===== config.mk =====
export PLATFORM = sky130hd
export DESIGN_NAME = palette_colour_remap_core_flat
export DESIGN_NICKNAME = d
export VERILOG_FILES = /design/src/rtl/prm_pkg.sv /design/src/rtl/prm_in_if.sv /design/src/rtl/prm_out_if.sv /design/src/rtl/prm_cell.sv /design/src/rtl/palette_colour_remap_core.sv /design/src/flat_wrapper.sv
export SDC_FILE = /design/constraint.sdc
export NUM_CORES = 2
export LEC_CHECK = 0
export BUFFER_PORTS_ARGS = -buffer_cell sky130_fd_sc_hd__buf_2
export CORE_MARGIN = 2
export CORE_UTILIZATION = 54
export CTS_CLUSTER_DIAMETER = 120
export DETAILED_ROUTE_END_ITERATION = 8
export GPL_ROUTABILITY_DRIVEN = 0
export GPL_TIMING_DRIVEN = 0
export PLACE_DENSITY = 0.75
export SLEW_MARGIN = 30
export SYNTH_ARGS = -nofsm -noshare
export SYNTH_HDL_FRONTEND = slang
export SYNTH_SLANG_ARGS = --single-unit
export TNS_END_PERCENT = 10

===== constraint.sdc =====
create_clock -name clk_i -period 57.5 [get_ports clk_i]
set_input_delay 2.875 -clock clk_i [delete_from_list [all_inputs] [get_ports clk_i]]
set_output_delay 2.875 -clock clk_i [all_outputs]
set_load 0.1 [all_outputs]

===== src/rtl/prm_pkg.sv =====
// package for the palette colour remap block: table size, op codes and beat types
// no dependencies; used by the interfaces, the table cell and the top level

package prm_pkg;

  localparam int unsigned TABLE_ENTRIES = 16;
  localparam int unsigned IDX_W = 4;
  localparam int unsigned CH_W = 8;
  localparam int unsigned CELL_ID_W =
      ($clog2(TABLE_ENTRIES) > IDX_W) ? $clog2(TABLE_ENTRIES) : IDX_W;

  typedef enum logic [1:0] {
    OP_PIXEL     = 2'd0,
    OP_WR_SOURCE = 2'd1,
    OP_WR_REPL   = 2'd2,
    OP_UNUSED    = 2'd3
  } op_e;

  typedef struct packed {
    logic [CH_W-1:0] r;
    logic [CH_W-1:0] g;
    logic [CH_W-1:0] b;
    logic [CH_W-1:0] a;
  } rgba_t;

  // one beat travelling down the chain of cells
  typedef struct packed {
    op_e              op;
    logic [IDX_W-1:0] entry_index;
    rgba_t            pix;
    logic             hit;
    logic [IDX_W-1:0] hit_entry;
  } token_t;

endpackage


===== src/rtl/prm_in_if.sv =====
// input channel of the palette colour remap block: valid/ready plus pixel or table write
// depends on prm_pkg

interface prm_in_if;
  import prm_pkg::*;

  logic             valid;
  logic             ready;
  logic [1:0]       op;
  logic [IDX_W-1:0] entry_index;
  logic [CH_W-1:0]  red_in;
  logic [CH_W-1:0]  green_in;
  logic [CH_W-1:0]  blue_in;
  logic [CH_W-1:0]  alpha_in;

  modport source (output valid, op, entry_index, red_in, green_in, blue_in, alpha_in,
                  input ready);
  modport sink (input valid, op, entry_index, red_in, green_in, blue_in, alpha_in,
                output ready);
endinterface


===== src/rtl/prm_out_if.sv =====
// output channel of the palette colour remap block: valid/ready plus remapped pixel
// depends on prm_pkg

interface prm_out_if;
  import prm_pkg::*;

  logic             valid;
  logic             ready;
  logic [CH_W-1:0]  red_out;
  logic [CH_W-1:0]  green_out;
  logic [CH_W-1:0]  blue_out;
  logic [CH_W-1:0]  alpha_out;
  logic             was_replaced;
  logic [IDX_W-1:0] hit_entry;

  modport source (output valid, red_out, green_out, blue_out, alpha_out, was_replaced,
                  hit_entry, input ready);
  modport sink (input valid, red_out, green_out, blue_out, alpha_out, was_replaced,
                hit_entry, output ready);
endinterface


===== src/rtl/prm_cell.sv =====
// one table cell: holds one source/replacement entry and one pipeline slot of the chain
// depends on prm_pkg

module prm_cell (
  input  logic                           clk_i,
  input  logic                           rst_ni,
  input  logic                           adv_i,
  input  logic [prm_pkg::CELL_ID_W-1:0]  cell_id_i,
  input  logic                           valid_i,
  input  prm_pkg::token_t                tok_i,
  output logic                           valid_o,
  output prm_pkg::token_t                tok_o
);
  import prm_pkg::*;

  rgba_t  src_q, src_d;
  rgba_t  rep_q, rep_d;
  logic   valid_q, valid_d;
  token_t tok_q, tok_d;
  logic   id_match;
  logic   active;
  logic   match;

  assign id_match = (CELL_ID_W'(tok_i.entry_index) == cell_id_i);
  assign active   = (src_q != rep_q);
  assign match    = valid_i && (tok_i.op == OP_PIXEL) && !tok_i.hit && active &&
                    (src_q == tok_i.pix);

  always_comb begin
    src_d   = src_q;
    rep_d   = rep_q;
    valid_d = valid_q;
    tok_d   = tok_q;
    if (adv_i) begin
      valid_d = valid_i;
      tok_d   = tok_i;
      if (valid_i && id_match && (tok_i.op == OP_WR_SOURCE)) begin
        src_d = tok_i.pix;
      end
      if (valid_i && id_match && (tok_i.op == OP_WR_REPL)) begin
        rep_d = tok_i.pix;
      end
      // first active hit wins, alpha passes through
      if (match) begin
        tok_d.hit       = 1'b1;
        tok_d.hit_entry = IDX_W'(cell_id_i);
        tok_d.pix.r     = rep_q.r;
        tok_d.pix.g     = rep_q.g;
        tok_d.pix.b     = rep_q.b;
      end
    end
  end

  always_ff @(posedge clk_i or negedge rst_ni) begin
    if (!rst_ni) begin
      src_q   <= '0;
      rep_q   <= '0;
      valid_q <= 1'b0;
    end else begin
      src_q   <= src_d;
      rep_q   <= rep_d;
      valid_q <= valid_d;
    end
  end

  always_ff @(posedge clk_i) begin
    tok_q <= tok_d;
  end

  assign valid_o = valid_q;
  assign tok_o   = tok_q;

`ifndef ASSERT_OFF
  a_hit_only_pixel: assert property (@(posedge clk_i) disable iff (!rst_ni)
    (valid_q && tok_q.hit) |-> (tok_q.op == OP_PIXEL))
    else $error("hit flag set on a non-pixel beat");

  a_src_written: assert property (@(posedge clk_i) disable iff (!rst_ni)
    (adv_i && valid_i && id_match && (tok_i.op == OP_WR_SOURCE)) |=>
      (src_q == $past(tok_i.pix)))
    else $error("source entry write lost");
`endif

endmodule


===== src/rtl/palette_colour_remap_core.sv =====
// Palette colour remap: each RGBA8888 pixel is checked against a table of TABLE_ENTRIES
// entries; the lowest active entry whose source equals the pixel replaces its R, G and B,
// alpha always passes. Table writes (op 1 source, op 2 replacement) are beats on the same
// input channel and take effect in order with the pixels around them. The table is a chain
// of cells, one entry per cell; a beat moves one cell per cycle while the chain advances,
// passing each cell's register and then the output register. One beat is taken per cycle
// while the output is drained; a stall at the output holds the whole chain. Writes, op 3
// and writes past the table give no output beat. After reset the table is all zero.
// depends on prm_pkg, prm_in_if, prm_out_if, prm_cell

module palette_colour_remap_core (
  input  logic          clk_i,
  input  logic          rst_ni,
  prm_in_if.sink        in_i,
  prm_out_if.source     out_o
);
  import prm_pkg::*;

  logic   adv;
  logic   vld [TABLE_ENTRIES+1];
  token_t tok [TABLE_ENTRIES+1];

  logic   out_valid_q, out_valid_d;
  token_t out_tok_q, out_tok_d;

  // chain moves unless a finished beat is stuck at the output
  assign adv        = !out_valid_q || out_o.ready;
  assign in_i.ready = adv;

  assign vld[0]             = in_i.valid;
  assign tok[0].op          = op_e'(in_i.op);
  assign tok[0].entry_index = in_i.entry_index;
  assign tok[0].pix.r       = in_i.red_in;
  assign tok[0].pix.g       = in_i.green_in;
  assign tok[0].pix.b       = in_i.blue_in;
  assign tok[0].pix.a       = in_i.alpha_in;
  assign tok[0].hit         = 1'b0;
  assign tok[0].hit_entry   = '0;

  for (genvar g = 0; g < TABLE_ENTRIES; g++) begin : g_cell
    prm_cell u_cell (
      .clk_i     (clk_i),
      .rst_ni    (rst_ni),
      .adv_i     (adv),
      .cell_id_i (CELL_ID_W'(g)),
      .valid_i   (vld[g]),
      .tok_i     (tok[g]),
      .valid_o   (vld[g+1]),
      .tok_o     (tok[g+1])
    );
  end

  always_comb begin
    out_valid_d = out_valid_q;
    out_tok_d   = out_tok_q;
    if (adv) begin
      out_valid_d = vld[TABLE_ENTRIES] && (tok[TABLE_ENTRIES].op == OP_PIXEL);
      out_tok_d   = tok[TABLE_ENTRIES];
    end
  end

  always_ff @(posedge clk_i or negedge rst_ni) begin
    if (!rst_ni) begin
      out_valid_q <= 1'b0;
    end else begin
      out_valid_q <= out_valid_d;
    end
  end

  always_ff @(posedge clk_i) begin
    out_tok_q <= out_tok_d;
  end

  assign out_o.valid        = out_valid_q;
  assign out_o.red_out      = out_tok_q.pix.r;
  assign out_o.green_out    = out_tok_q.pix.g;
  assign out_o.blue_out     = out_tok_q.pix.b;
  assign out_o.alpha_out    = out_tok_q.pix.a;
  assign out_o.was_replaced = out_tok_q.hit;
  assign out_o.hit_entry    = out_tok_q.hit_entry;

`ifndef ASSERT_OFF
  a_no_hit_zero_index: assert property (@(posedge clk_i) disable iff (!rst_ni)
    (out_valid_q && !out_tok_q.hit) |-> (out_tok_q.hit_entry == '0))
    else $error("hit_entry nonzero without a replacement");

  a_ready_when_empty: assert property (@(posedge clk_i) disable iff (!rst_ni)
    !out_valid_q |-> in_i.ready)
    else $error("input stalled with an empty output stage");
`endif

endmodule


===== src/flat_wrapper.sv =====
// flat-port wrapper written by rule: the top's interface ports become plain ports
module palette_colour_remap_core_flat import prm_pkg::*;
  (clk_i, rst_ni, in_i_valid, in_i_op, in_i_entry_index, in_i_red_in, in_i_green_in, in_i_blue_in, in_i_alpha_in, in_i_ready, out_o_valid, out_o_red_out, out_o_green_out, out_o_blue_out, out_o_alpha_out, out_o_was_replaced, out_o_hit_entry, out_o_ready);
  prm_in_if in_i_i ();
  prm_out_if out_o_i ();
  input  logic clk_i;
  input  logic rst_ni;
  input wire logic [$bits(in_i_i.valid)-1:0] in_i_valid;
  input wire logic [$bits(in_i_i.op)-1:0] in_i_op;
  input wire logic [$bits(in_i_i.entry_index)-1:0] in_i_entry_index;
  input wire logic [$bits(in_i_i.red_in)-1:0] in_i_red_in;
  input wire logic [$bits(in_i_i.green_in)-1:0] in_i_green_in;
  input wire logic [$bits(in_i_i.blue_in)-1:0] in_i_blue_in;
  input wire logic [$bits(in_i_i.alpha_in)-1:0] in_i_alpha_in;
  output wire logic [$bits(in_i_i.ready)-1:0] in_i_ready;
  output wire logic [$bits(out_o_i.valid)-1:0] out_o_valid;
  output wire logic [$bits(out_o_i.red_out)-1:0] out_o_red_out;
  output wire logic [$bits(out_o_i.green_out)-1:0] out_o_green_out;
  output wire logic [$bits(out_o_i.blue_out)-1:0] out_o_blue_out;
  output wire logic [$bits(out_o_i.alpha_out)-1:0] out_o_alpha_out;
  output wire logic [$bits(out_o_i.was_replaced)-1:0] out_o_was_replaced;
  output wire logic [$bits(out_o_i.hit_entry)-1:0] out_o_hit_entry;
  input wire logic [$bits(out_o_i.ready)-1:0] out_o_ready;
  assign in_i_i.valid = in_i_valid;
  assign in_i_i.op = in_i_op;
  assign in_i_i.entry_index = in_i_entry_index;
  assign in_i_i.red_in = in_i_red_in;
  assign in_i_i.green_in = in_i_green_in;
  assign in_i_i.blue_in = in_i_blue_in;
  assign in_i_i.alpha_in = in_i_alpha_in;
  assign in_i_ready = in_i_i.ready;
  assign out_o_valid = out_o_i.valid;
  assign out_o_red_out = out_o_i.red_out;
  assign out_o_green_out = out_o_i.green_out;
  assign out_o_blue_out = out_o_i.blue_out;
  assign out_o_alpha_out = out_o_i.alpha_out;
  assign out_o_was_replaced = out_o_i.was_replaced;
  assign out_o_hit_entry = out_o_i.hit_entry;
  assign out_o_i.ready = out_o_ready;
  palette_colour_remap_core u_core (.clk_i(clk_i), .rst_ni(rst_ni), .in_i(in_i_i), .out_o(out_o_i));
endmodule

==> summary.md <==
| Metric | Value |
|---|---|
| Result of the run | `finished clean` |
| Cells after Synth | `4910` |
| Highest clock rate | `115 MHz` |
| Final worst path period need | `8.73 ns` |
| Internal power contribution | `3060 uW` |
| TNS Setup | `0 ns` |
| Area share of the largest cell type after synthesis | `0.338` |
| GRT Util Overall | `0.228` |
| Worst hold path class | `register to register` |
| Clock Tree Root | `clkbuf_16` |
| Number of cell instances on the worst register-to-register path | `9` |
| Commonest cells after routing, fill and taps aside | `1298 x mux2_2, 1041 x dfrtp_1, 706 x edfxtp_1, 549 x xor2_1, 475 x xnor2_1` |
| Leakage Power | `0.0392 uW` |
| Hold-fix buffers, CTS | `0` |
| Placement-stage worst setup slack | `48.73 ns` |
| Number of iterations in the first detailed-routing pass | `7` |
| Fraction of the yosys area taken by sequential cells | `0.614` |
| Flops & latches, synth | `1747` |
| Max-Cap Viols | `0` |
| Data required, critical path | `54.62 ns` |
| Synthesized area | `0.0770 mm2` |
| Most utilized layer in the global route result | `met2` |
| Post-detail-place hpwl | `119 mm` |
| Postcts setup bufs | `0` |
| Wire length of the first global-routing pass | `254 mm` |
| Clock Pin Slew Worst Setup and Hold Paths | `0.06 ns` |
| Transition time of the tightest slew-check pin | `0.836 ns` |
| Power density of the placed cells | `53.3 mW/mm2` |
| Nets | `5249` |
| RSZ-0062 raised after global routing | `no` |
| Origin of the worst setup path | `out_o_ready` |
| Data arrival time of the critical path | `5.86 ns` |
| Starting Density | `0.544` |
| Number of global-route vias before repair | `41800` |
| Register-to-register path setup slack | `54.13 ns` |
| Skew-Pair Late Insertion Delay | `0.81 ns` |
| Total grt overflow | `0` |
| Reg2Reg Capture Point | `u_core.g_cell[5].u_cell.tok_o[15]` |
| Fraction of power consumed by the clock network | `0.246` |
| Initial antenna violation count | `3` |
| Via density | `5.61` |
| Pin count of the biggest net entering global routing | `120` |
| Post-CTS resize count | `0` |
| Growth of design area from synthesis to finish | `12.2%` |
| Routing usage on met2 | `0.361` |
| Detailed Route Iter0 Violations | `2726` |
| Post-route ant nets | `0` |
| H-tree Lvls | `4` |
| Post-route DRC | `0` |
| Warnings from Yosys | `0` |
| Launching element type of the critical path | `input port` |
| Avg WL per Cell | `22.9 um` |
| Share of power burned in registers | `0.503` |
| Gate power share | `0.252` |
| Clock tree from TritonCTS | `done` |
| Top FF cell, synth | `dfrtp_1` |
| Library cell occupying the most area in the post-synthesis netlist | `dfrtp_1` |
| Final Setup Violations | `0` |
| Post-Route Skew | `0.0328 ns` |
| Power spent charging and discharging nets | `1540 uW` |
| Post-synthesis net count | `4952` |
| Final worst path period share | `0.152` |
| Synth area leaders | `dfrtp_1 34%, edfxtp_1 28%, mux2_2 19%` |
| Critical path endpoint category | `primary output` |
| Proportion of layout cells with a drive suffix above 1 | `0.359` |
| Input/output buffers | `80` |
| Final Hold Violating Endpoints | `0` |
| Switching fraction of total power | `0.335` |
| Grt met1 use | `0.327` |
| Worst slew margin relative to its limit | `0.435` |
| Most frequent standard cell in the layout excluding fill and tap cells | `mux2_2` |
| Mean cell area of the mapped netlist | `15.7 um2` |
| Kind of critical path | `input port to primary output` |
| Synth unique cells | `38` |
| Inserted Clock Buffers | `178` |
| Number of clock sinks seen by CTS | `1747` |
| Area enclosed by the die boundary | `0.146 mm2` |
| Number of pins exceeding their max-slew limit in the final report | `0` |
| Number of standard-cell rows in the floorplan | `138` |
| Placeable Area | `0.142 mm2` |
| Largest buffer count on any clock path | `3` |
| Post-synth EDFFs | `706` |
| Worst setup endpoint | `in_i_ready` |
| Worst reg2reg path startpoint | `u_core.out_o.valid` |
| Final Worst Setup Slack | `48.77 ns` |
| Vertical die dimension | `382 um` |
| Peak fanout along the critical path | `27` |
| Async set-or-reset flop fraction in the synthesized netlist | `0.596` |
| Routed wire length | `166 mm` |
| Largest voltage drop on the vdd net | `0.0000537 V` |
| Horizontal extent of the die | `382 um` |
| Detailed-route via count | `40700` |
| Top-level I/O count | `81` |
| Met3 usage | `0.0376` |
==> state kept, by name (all words and copies together), names as in the netlist <==
register	flops
u_core.out_o.valid	1
u_core.g_cell.u_cell.tok_o	669
u_core.out_o.blue_out	8
u_core.g_cell.u_cell.valid_o	16
u_core.out_o.alpha_out	8
u_core.out_o.green_out	8
u_core.out_o.red_out	8
u_core.out_o.hit_entry	4
u_core.g_cell.u_cell.src_q	512
u_core.g_cell.u_cell.rep_q	512
u_core.out_o.was_replaced	1
==> power groups by stage <==
stage / logic [uW] / registers, uW / clock network (uW)
4_1_cts: 1170 / 2310 / 1150
2_1_floorplan: 748 / 2360 / 0
3_5_place_dp: 1150 / 2330 / 0
6_report: 1160 / 2310 / 1130
3_3_place_gp: 1120 / 2450 / 0
5_1_grt: 1240 / 2380 / 1200
==> layer usage <==
layer	up-vias	wire length, um	part of all wire
met5	-	13	0.000078
met4	2	4360	0.026
met3	262	7600	0.046
met2	753	78500	0.47
met1	21100	75300	0.45
li1	18600	-	-
==> cells by family (layout without fill, tap and decap cells) <==
group           after synthesis  after routing  share of synthesized area
flops                      1747           1747                      0.614
xor+xnor                   1024           1024                      0.116
buf+inv                     158            610                     0.0115
compound gates               16             16                    0.00343
mux                        1408           1408                      0.209
simple gates                557            557                     0.0456
other cells                   0              1                          0
==> per-stage QoR <==
step | util | power [uW] | area [um2] | hold slack, ns | instances
after floorplan | - | 3110 | 77000 | 0.400 | 4910
after global placement | 0.563 | 3570 | 79800 | 0.401 | 6880
after detailed placement | 0.570 | 3480 | 80600 | 0.405 | 6917
after CTS | 0.610 | 4630 | 86400 | 0.411 | 7252
after global routing | 0.610 | 4820 | 86400 | 0.428 | 7252
final | 0.610 | 4600 | 86400 | 0.405 | 7253
==> critical path, cell delays in order <==
cell	delay [ns]
buf_2	0.08
nor2b_1	0.14
inv_2	0.30
buf_2	0.31
buf_2	0.51
buf_12	0.27
buf_12	0.22
buf_12	0.21
buf_12	0.22
buf_12	0.20
buf_2	0.45
==> synth_stat cells, drive strengths merged, types with 20 or more instances <==
cell / count
nand4: 151
nand2: 64
mux2: 1408
xnor2: 475
nand2b: 43
nor3: 32
dfrtp: 1041
clkbuf: 20
xor2: 549
edfxtp: 706
nor4: 162
buf: 137
==> area by class of cell <==
class | count | area (um2)
repair buffers | 117 | 1280
clock inverters | 72 | 672
diodes | 1 | 2.50
fillers | 10600 | 55200
plain buffers | 157 | 881
multi-input cells | 3005 | 28900
well taps | 1890 | 2360
flip-flops and latches | 1747 | 47300
clock buffers | 263 | 5060
inverters | 1 | 3.75
==> how the worst min path moves through the flow <==
stage,endpoint,slack (ns),startpoint,cells after the start
global placement,u_core.out_o.was_replaced,0.40,u_core.g_cell[15].u_cell.tok_o[4],0
finish,u_core.out_o.green_out[6],0.40,u_core.g_cell[15].u_cell.tok_o[27],0
detailed placement,u_core.out_o.blue_out[3],0.40,u_core.g_cell[15].u_cell.tok_o[16],0
CTS,u_core.out_o.green_out[6],0.41,u_core.g_cell[15].u_cell.tok_o[27],0
global route,u_core.out_o.alpha_out[7],0.43,u_core.g_cell[15].u_cell.tok_o[12],0
floorplan,u_core.out_o.alpha_out[0],0.40,u_core.g_cell[15].u_cell.tok_o[5],0
Power figures use the tool's default switching activity.
